==> src/rtl/ses_pkg.sv <==
// Shared types and constants for the streaming Sobel edge block.
// Holds the result record, the control state encoding, register indexes and the bias helper.
// No dependencies.
package ses_pkg;

   localparam int CFG_W     = 11;
   localparam int PIX_W     = 8;
   localparam int COORD_W   = 10;
   localparam int ROOT_IN_W = 16;
   localparam int ROOT_W    = 8;
   localparam int CSR_IDX_W = 1;
   localparam int MIN_DIM   = 3;

   localparam logic [CSR_IDX_W-1:0] CSR_FRAME_WIDTH  = 1'd0;
   localparam logic [CSR_IDX_W-1:0] CSR_FRAME_HEIGHT = 1'd1;

   localparam logic [CFG_W-1:0] FRAME_WIDTH_RST  = 11'd300;
   localparam logic [CFG_W-1:0] FRAME_HEIGHT_RST = 11'd200;

   // 127 * 8: centers a gradient of -1020..1020 on the 8-bit range
   localparam logic signed [12:0] GRAD_BIAS = 13'sd1016;

   typedef enum logic [4:0] {
      S_IDLE = 5'b00001,
      S_GRAD = 5'b00010,
      S_SQR  = 5'b00100,
      S_ROOT = 5'b01000,
      S_EMIT = 5'b10000
   } state_type;

   typedef struct packed {
      logic [COORD_W-1:0] row;
      logic [COORD_W-1:0] col;
      logic [PIX_W-1:0]   gx;
      logic [PIX_W-1:0]   gy;
      logic [PIX_W-1:0]   mag;
      logic               eof;
   } res_type;

   // max(0, floor((g + 1016) / 8)); the sum never exceeds 2036
   function automatic logic [PIX_W-1:0] grad_bias(input logic signed [11:0] g);
      logic signed [12:0] s;
      s = {g[11], g} + GRAD_BIAS;
      return s[12] ? '0 : s[10:3];
   endfunction

endpackage

==> src/rtl/ses_isqrt.sv <==
// Iterative floor square root of a 16-bit value, one result bit per cycle.
// Depends on ses_pkg.
module ses_isqrt import ses_pkg::*; (
   input  logic                 clock,
   input  logic                 reset,
   input  logic                 start,
   input  logic [ROOT_IN_W-1:0] operand,
   output logic                 done,
   output logic [ROOT_W-1:0]    root
);

   logic                 busy_ff, busy_in;
   logic                 done_ff, done_in;
   logic [2:0]           step_ff, step_in;
   logic [ROOT_IN_W-1:0] x_ff, x_in;
   logic [ROOT_IN_W-1:0] r_ff, r_in;
   logic [ROOT_IN_W-1:0] op_ff, op_in;
   logic [ROOT_IN_W-1:0] bit_val;
   logic [ROOT_IN_W:0]   trial;
   logic [ROOT_IN_W:0]   sq_lo;
   logic [ROOT_IN_W:0]   sq_hi;

   assign bit_val = ROOT_IN_W'(1) << {step_ff, 1'b0};
   assign trial   = {1'b0, r_ff} + {1'b0, bit_val};

   always_comb begin
      busy_in = busy_ff;
      done_in = 1'b0;
      step_in = step_ff;
      x_in    = x_ff;
      r_in    = r_ff;
      op_in   = op_ff;
      if (busy_ff) begin
         if ({1'b0, x_ff} >= trial) begin
            x_in = x_ff - trial[ROOT_IN_W-1:0];
            r_in = (r_ff >> 1) + bit_val;
         end else begin
            r_in = r_ff >> 1;
         end
         step_in = step_ff - 3'd1;
         if (step_ff == 3'd0) begin
            busy_in = 1'b0;
            done_in = 1'b1;
         end
      end else if (start) begin
         busy_in = 1'b1;
         step_in = 3'd7;
         x_in    = operand;
         r_in    = '0;
         op_in   = operand;
      end
   end

   always_ff @(posedge clock) begin
      if (reset) begin
         busy_ff <= 1'b0;
         done_ff <= 1'b0;
         step_ff <= '0;
      end else begin
         busy_ff <= busy_in;
         done_ff <= done_in;
         step_ff <= step_in;
      end
   end

   always_ff @(posedge clock) begin
      x_ff  <= x_in;
      r_ff  <= r_in;
      op_ff <= op_in;
   end

   assign done = done_ff;
   assign root = r_ff[ROOT_W-1:0];

   assign sq_lo = (ROOT_IN_W+1)'(root) * (ROOT_IN_W+1)'(root);
   assign sq_hi = ((ROOT_IN_W+1)'(root) + 17'd1) * ((ROOT_IN_W+1)'(root) + 17'd1);

   a_root_exact: assert property (@(posedge clock) disable iff (reset)
      done_ff |-> (sq_lo <= {1'b0, op_ff}) && (sq_hi > {1'b0, op_ff}))
      else $error("square root result out of bounds");

   a_start_loads: assert property (@(posedge clock) disable iff (reset)
      start && !busy_ff |=> busy_ff && (step_ff == 3'd7))
      else $error("square root did not start");

   a_done_after_busy: assert property (@(posedge clock) disable iff (reset)
      done_ff |-> $past(busy_ff) && !busy_ff)
      else $error("square root done without a run");

endmodule

==> config.mk <==
export PLATFORM = sky130hd
export DESIGN_NAME = ses_isqrt
export DESIGN_NICKNAME = d
export VERILOG_FILES = /design/src/rtl/ses_pkg.sv /design/src/rtl/ses_isqrt.sv
export SDC_FILE = /design/constraint.sdc
export NUM_CORES = 1
export LEC_CHECK = 0
export BUFFER_PORTS_ARGS = -buffer_cell sky130_fd_sc_hd__buf_2
export CORE_ASPECT_RATIO = 2
export CORE_MARGIN = 4
export CORE_UTILIZATION = 41
export DETAILED_ROUTE_END_ITERATION = 10
export GPL_TIMING_DRIVEN = 0
export SLEW_MARGIN = 15
export SYNTH_ARGS = -nofsm -noshare
export SYNTH_HDL_FRONTEND = slang
export SYNTH_SLANG_ARGS = --single-unit
==> constraint.sdc <==
create_clock -name clock -period 5.8 [get_ports clock]
set_input_delay 0.29 -clock clock [delete_from_list [all_inputs] [get_ports clock]]
set_output_delay 0.29 -clock clock [all_outputs]
set_load 0.005 [all_outputs]
# Word-level counts from Yosys, hierarchy flattened
# Cells that the tools add are included.
dict set report classes {
  n_lt_le_gt_ge 1
  addsub 4
  bitwise 1
  reduce_logical 4
  n_shift 1
  eq_ne 1
  mux 12
}
# operator count
set ops {}
lappend ops {{two-way mux 16 bit} 6}
lappend ops {{adder 16 x 16 -> 17 bit} 1}
lappend ops {{greater-or-equal comparator 16 x 17 -> 1 bit} 1}
lappend ops {{adder 15 x 16 -> 16 bit} 1}
lappend ops {{<< shifter 1 x 4 -> 16 bit, first input constant} 1}
lappend ops {{subtractor 16 bit} 1}
lappend ops {{two-way mux 3 bit} 2}
lappend ops {{two-way mux 1 bit} 4}
lappend ops {{logical NOT 3 bit} 1}
lappend ops {{subtractor 3 x 1 -> 3 bit, second input constant} 1}
lappend ops {{inequality test 2 x 1 -> 1 bit, second input constant} 1}
lappend ops {{AND reduction 2 bit} 1}
lappend ops {{nonzero test 2 bit} 1}
lappend ops {{OR reduction 2 bit} 1}
lappend ops {{inverter 1 bit} 1}
dict set report word_totals {
  output_inout_bits 9
  register_bits 37
  input_bits 19
  elab_cells 29
}

# Logic depth before layout (Yosys ltp)
# Gate-level depths: netlist of the first run.
dict set report depth {
  word_depth 5
  depth_mapped 21
  mapped_depth_nobuf 20
}

# Least setup slack after synthesis of the first run
# Ideal clock, no wire load.
dict set report synth_path {
  path_kind {register to register}
  startpoint {register step_ff[0]}
  endpoint {register x_ff[0] (enable)}
  stages_incl_launch_ff 19
  synth_period_minus_slack_ns 5.076
  setup_time_ns 0.396
  path_slack_ns 0.724
  arrival_time_ns 4.680
  required_time_ns 5.404
  n_path_buf 1
  cell_sequence {dfxtp_1 -> inv_1 -> ha_1 -> nor2b_1 -> ha_1 -> ha_1 -> a21oi_1 -> or2_2 -> a221o_1 -> o21ai_0 -> nand2_1 -> xor2_1 -> ha_1 -> nand4_1 -> or4_4 -> a31oi_4 -> o21ai_4 -> buf_6 -> mux2i_1}
}
dict set report synth_between {
  elab_chain_len 5
}
# item line_no
set synth_lines {}
lappend synth_lines {{from (decl)} ses_isqrt.sv:14} ;# logic [2:0] step_ff, step_in;
lappend synth_lines {{from (signal assigned)} ses_isqrt.sv:62} ;# step_ff <= step_in;
lappend synth_lines {{<< shifter 1 x 4 -> 16 bit} ses_isqrt.sv:23} ;# assign bit_val = ROOT_IN_W'(1) << {step_ff, 1'b0};
lappend synth_lines {{adder 16 x 16 -> 17 bit} ses_isqrt.sv:24} ;# assign trial = {1'b0, r_ff} + {1'b0, bit_val};
lappend synth_lines {{greater-or-equal comparator 16 x 17 -> 1 bit} ses_isqrt.sv:34} ;# if ({1'b0, x_ff} >= trial) begin
lappend synth_lines {{inequality test 2 x 1 -> 1 bit (no line)} --}
lappend synth_lines {{AND reduction 2 bit (no line)} --}
lappend synth_lines {{to (signal assigned)} ses_isqrt.sv:67} ;# x_ff <= x_in;
lappend synth_lines {{to (decl)} ses_isqrt.sv:15} ;# logic [ROOT_IN_W-1:0] x_ff, x_in;
# No other way between the ends.
# A chain may end at the register's enable or synchronous reset.

# Worst setup path in the final report of the first run
dict set report layout_path {
  startpoint {register step_ff[2]}
  endpoint {register x_ff[15] (enable)}
}
# Same word-level chain as after synthesis.

==> qor.yml, run 1 <==
status: "finished, final reports clean"
drtAntennaViolNets: 0
track_usage_pct: 18.8
max_slew_margin_pct: 45.0
final-setup-viol-count: 0
ys_ff_latch: 37
p_per_area_nw_per_um2: 375
power_frac_comb_pct: 53.9
crit_required_ns: 5.80
grt_pass1_vias: 3124
synth_top_area_share_pct: 26.0
grt_remaining_overflow: 0
place_inst: 522
finalMaxSlewViolations: 0
mostFrequentLayoutCells: "33 x ha_1, 32 x edfxtp_1, 30 x buf_2, 30 x a21oi_1, 26 x nand2_1"
dieArea_um2: 10700
pin_count: 28
start_util_pct: 42.5
vias: 3045
synth_edf_count: 32
area_growth_pct: 11.5
period_share_pct: 94.4
numCtsBuffers: 5
die_y_um: 142
antenna_cells: 0
clk_path_buf_depth: 2
fmax_ghz: 0.183
min_path_type: "in2reg"
startpoint_type: "flop"
numPortBuffers: 27
ys_top_cells_by_area: "edfxtp_1 26%, ha_1 11%, xnor2_1 5.4%, a21oi_1 4.1%, mux2_2 4.0%"
rsz0062_at_grt: "false"
instances_no_fill: 529
drive_gt1_share_pct: 17.9
cts_hold_buf: 0
min_period_ns: 5.48
yosys.area.top_type: "edfxtp_1"
cts_sinks: 37
drt-total-wl_mm: 9.38
viasPerCell: 5.76
power.leakage_nw: 1.68
arrival_ns: 5.48
path_max_fanout: 10
ys_warn_count: 0
clock_skew_ns: 0.00930
syn-cell-area_um2: 3700
cts_root_buf: "clkbuf_16"
row_count: 48
vdd_drop_max_uv: 218
drt-wirelength-per-cell_um: 17.7
post-dp-hpwl_mm: 7.23
nNetsFinal: 482
async_flop_share_pct: 0
p_int_w: 0.000920
finalSetupTns_ns: 0
avgSynthCellArea_um2: 9.39
power.clock.fraction_pct: 18.5
grt_max_degree: 19
endpoint_kind: "flop"
syn_nets: 447
synth.distinct_cells: 65
power.share.sequential_pct: 27.6
antenna_found_initial: 0
switching_share_pct: 40.5
gp_congestion: 0.897
final_common_cell: "ha_1"
holdWs_ns: 0.253
insertion_delay_ns: 0.29
timing.final.hold_violations: 0
yosysSeqAreaShare_pct: 28.7
path_clk_slew_ns: 0.06
die_x_um: 75.2
first_pass_iters: 4
grt_pass1_wl_mm: 15.5
syn_inst: 394
worst_pin_slew_ns: 0.825
drc: 0
core_area_um2: 8710
drv_cap: 0
ys.flop_type: "edfxtp_1"
criticalPathCategory: "reg2reg"
drt_iter0_drc: 158
p_sw_w: 0.000627
cts_max_level: 2
cts_tree: "done"
[kinds of logic after synthesis]
logic type	synth area share [%]
and+or+nand+nor	13.7
muxes	6.93
adders and majority gates	12.8
DFF	28.7
buffers and inverters	6.19
xor gates and xnor gates	8.76
AOI/OAI and AO/OA	23.0
[worst paths after layout]
| kind | from | end | slack (ns) | depth (start not counted) |
|---|---|---|---|---|
| worst max-delay path | step_ff[2] | x_ff[15] | 0.32 | 18 |
| worst min-delay path | reset | busy_ff | 0.25 | 2 |
| worst max register to register | step_ff[2] | x_ff[15] | 0.32 | 18 |
| worst min register to register | step_ff[0] | step_ff[0] | 0.53 | 1 |
[layout make-up]
cell class                      count  area (µm²)
Clock buffer                        7         143
Buffer                             27         161
Inverter                           18        67.6
Timing Repair Buffer               28         146
Tap cell                          100         125
Sequential cell                    37        1060
Multi-Input combinational cell    312        2420
Fill cell                         838        4580
[flip-flops by register name, indices dropped and copies added (netlist names)]
signal,flops
busy_ff,1
step_ff,3
r_ff,16
done,1
x_ff,16
[worst max-delay path, stage by stage, from the launching register on]
cell and delay, ns:
dfxtp_1 0.36, clkbuf_1 0.23, nor2b_1 0.44, ha_1 0.32
ha_1 0.31, a21oi_1 0.09, or2_2 0.30, a221o_1 0.36
o21ai_0 0.20, nand2_1 0.09, xor2_1 0.16, ha_1 0.37
nand4_1 0.23, or4_4 0.60, a31oi_4 0.26, o21ai_4 0.12
buf_6 0.18, mux2i_4 0.34, buf_6 0.21
[per-stage QoR]
step                      setup slack (ns)  cell area, µm²  util (%)  total power [W]
after floorplan                      0.724            3700         -          0.00106
after global placement              -0.553            3960      45.5          0.00124
after detailed placement             0.140            3980      45.7          0.00126
after CTS                            0.112            4120      47.3          0.00155
after global routing                0.0511            4130      47.4          0.00166
final                                0.324            4130      47.4          0.00155
[per-layer routing]
| metal | part of all wire (%) | up-vias | global-route usage, % | wire length [µm] |
|---|---|---|---|---|
| met4 | 2.3 | 0 | 6.54 | 220 |
| met5 | 0 | - | 0 | 0 |
| met3 | 2.2 | 15 | 1.84 | 203 |
| met2 | 58 | 49 | 35.6 | 5410 |
| li1 | - | 1511 | - | - |
| met1 | 38 | 1470 | 20.7 | 3550 |
[power groups by stage]
stage	Clock, W	Combinational (W)	Sequential, W
floorplan	0	0.000649	0.000415
global placement	0	0.000806	0.000429
detailed placement	0	0.000825	0.000431
CTS	0.000289	0.000832	0.000425
global route	0.000296	0.000927	0.000434
finish	0.000286	0.000835	0.000427
[synth_stat cells (all sizes together) (11+ instances only)]
cell and instances:
buf 18, xor2 14, and2 12, nand2b 13, a21oi 30, o21ai 22, mux2 13, inv 18
xnor2 23, mux2i 11, ha 33, nand2 26, edfxtp 32, nor2 12
[timing repair]
action,in CTS,in global routing
setup endpoints to repair,0,16
setup buffers,0,0
resized for setup,0,1
(Power assumes the default switching activity.)
==> inputs of run 2 (changes only) <==
- BUFFER_PORTS_ARGS: -buffer_cell sky130_fd_sc_hd__buf_2 -> default
- DONT_BUFFER_PORTS: default -> 1
==> run 2 against run 1 <==
  * Die area did not move
  * Combinational power fell by 2%
  * Register-to-register slack improved by 0.06 ns
  * Hold slack got worse by 0.19 ns
  * Global-route usage fell by 0.72 points
  * First-iteration DRC count rose by 34%
  * Routed wire length fell by 0.76%
  * Sequential cell count did not move
  * Critical path type unchanged
  * Largest cell class unchanged
  * Largest power group unchanged
  * Highest routed layer unchanged
==> qor.yml, run 2 (same netlist as run 1, synthesis figures left out) <==
met2_usage_pct: 34.3
finalMaxSlewViolations: 0
placed_cell_area_um2: 3840
drt-total-wl_mm: 9.31
vias: 3006
mostFrequentLayoutCells: "33 x ha_1, 32 x edfxtp_1, 30 x a21oi_1, 26 x nand2_1, 23 x xnor2_1"
rsz0062_at_grt: "false"
grt.met3_usage_pct: 2.69
min_period_ns: 5.41
use_met1_pct: 18.5
track_usage_pct: 18.1
path_clk_slew_ns: 0.06
endpoint_kind: "flop"
crit_required_ns: 5.81
core_area_um2: 8710
clock_skew_ns: 0.00523
numCtsBuffers: 5
first_pass_iters: 4
numPortBuffers: 0
drt_iter0_drc: 211
vdd_drop_max_uv: 249
antenna_cells: 0
criticalPathCategory: "reg2reg"
cts_sinks: 37
final_common_cell: "ha_1"
fin_util_pct: 46.2
post_cts_buffers: 0
whs_endpoint: "busy_ff"
rr_worst_depth: 18
multi_input_area_um2: 2420
cts_root_buf: "clkbuf_16"
timing.final.hold_violations: 0
min_path_type: "in2reg"
hold_depth: 1
busiest_layer: "met2"
num-fill-cells: 812
grt_max_degree: 19
p_per_area_nw_per_um2: 393
cts_tree: "done"
r2r_slack_ns: 0.39
viasPerCell: 5.98
clk_path_buf_depth: 2
post-dp-hpwl_mm: 7.27
gp_congestion: 0.869
startpoint_type: "flop"
area_growth_pct: 8.69
fmax_ghz: 0.185
grt_pass1_vias: 2985
arrival_ns: 5.42
antenna_found_initial: 0
area.sequential_um2: 1060
row_count: 48
nNetsFinal: 455
die_y_um: 142
cts_max_level: 2
power.leakage_nw: 1.58
drt-wirelength-per-cell_um: 18.5
worst_pin_slew_ns: 0.804
final-setup-viol-count: 0
rr_endpoint: "x_ff[13]"
pin_count: 28
grt_pass1_wl_mm: 14.6
status: "finished, final reports clean"
die_x_um: 75.2
period_share_pct: 93.4
insertion_delay_ns: 0.29
reg.largest.list: "r_ff x16, x_ff x16, step_ff x3"
drtAntennaViolNets: 0
design_area_um2: 4020
path_max_fanout: 10
dieArea_um2: 10700
drv_cap: 0
worstHoldStart: "reset"
drc: 0
r2r-start: "step_ff[2]"
start_util_pct: 42.5
drive_gt1_share_pct: 12.7
grt_remaining_overflow: 0
max_slew_margin_pct: 46.4
-- run 2: cell types whose count changed in the layout (fill, tap and decap cells not counted), sizes merged --
cell | before | now
bufinv | 0 | 1
buf | 46 | 19
-- run 2: worst max path at each step --
| stage | endpoint | startpoint |
|---|---|---|
| finish | x_ff[13] | step_ff[2] |
| global route | x_ff[14] | step_ff[0] |
| CTS | x_ff[14] | step_ff[0] |
| detailed placement | x_ff[15] | step_ff[0] |
| global placement | x_ff[15] | step_ff[2] |
| floorplan | x_ff[0] | step_ff[0] |
-- run 2: power breakdown --
group          internal (W)  leakage [nW]  switching, W
clock network      0.000215        0.0841      0.000118
registers          0.000380         0.370     0.0000460
logic              0.000361          1.13      0.000460
-- run 2: worst max-delay path, cell delays in order (launching register included) --
cell	delay, ns
dfxtp_1	0.36
clkbuf_1	0.23
nor2b_1	0.42
ha_1	0.30
ha_1	0.29
a21oi_1	0.09
or2_2	0.30
a221o_1	0.36
o21ai_0	0.17
nand2_1	0.08
xor2_1	0.17
ha_1	0.38
nand4_1	0.25
or4_4	0.61
a31oi_4	0.26
o21ai_4	0.11
buf_6	0.18
mux2i_4	0.33
buf_6	0.21
-- run 2: metrics by stage --
step	instances	worst slack, ns	power (W)	hold WS, ns	setup TNS, ns
global placement	494	-0.467	0.00122	0.366	-7.46
floorplan	394	0.724	0.00106	0.362	0
detailed placement	495	0.163	0.00124	0.367	0
finish	503	0.385	0.00158	0.0653	0
global route	503	0.107	0.00168	0.0585	0
CTS	503	0.132	0.00158	0.0579	0
-- run 2: per-layer routing --
layer / vias to the layer above / wire length (µm)
met3: 17 / 327
met2: 72 / 5250
li1: 1462 / -
met5: - / 0
met4: 0 / 293
met1: 1455 / 3440
-- run 2: layout make-up --
cell class | count | share of cell area [%]
Buffer | 27 | 4.01
Clock buffer | 7 | 3.55
Clock inverter | 1 | 0.747
Inverter | 18 | 1.68
Multi-Input combinational cell | 312 | 60.2
Sequential cell | 37 | 26.4
Tap cell | 100 | 3.11
Timing Repair Buffer | 1 | 0.280
-- run 2: what timing repair did --
action                     in CTS  in global routing
hold buffers                    0                  0
setup endpoints to repair       0                  9
resized for setup               0                  1
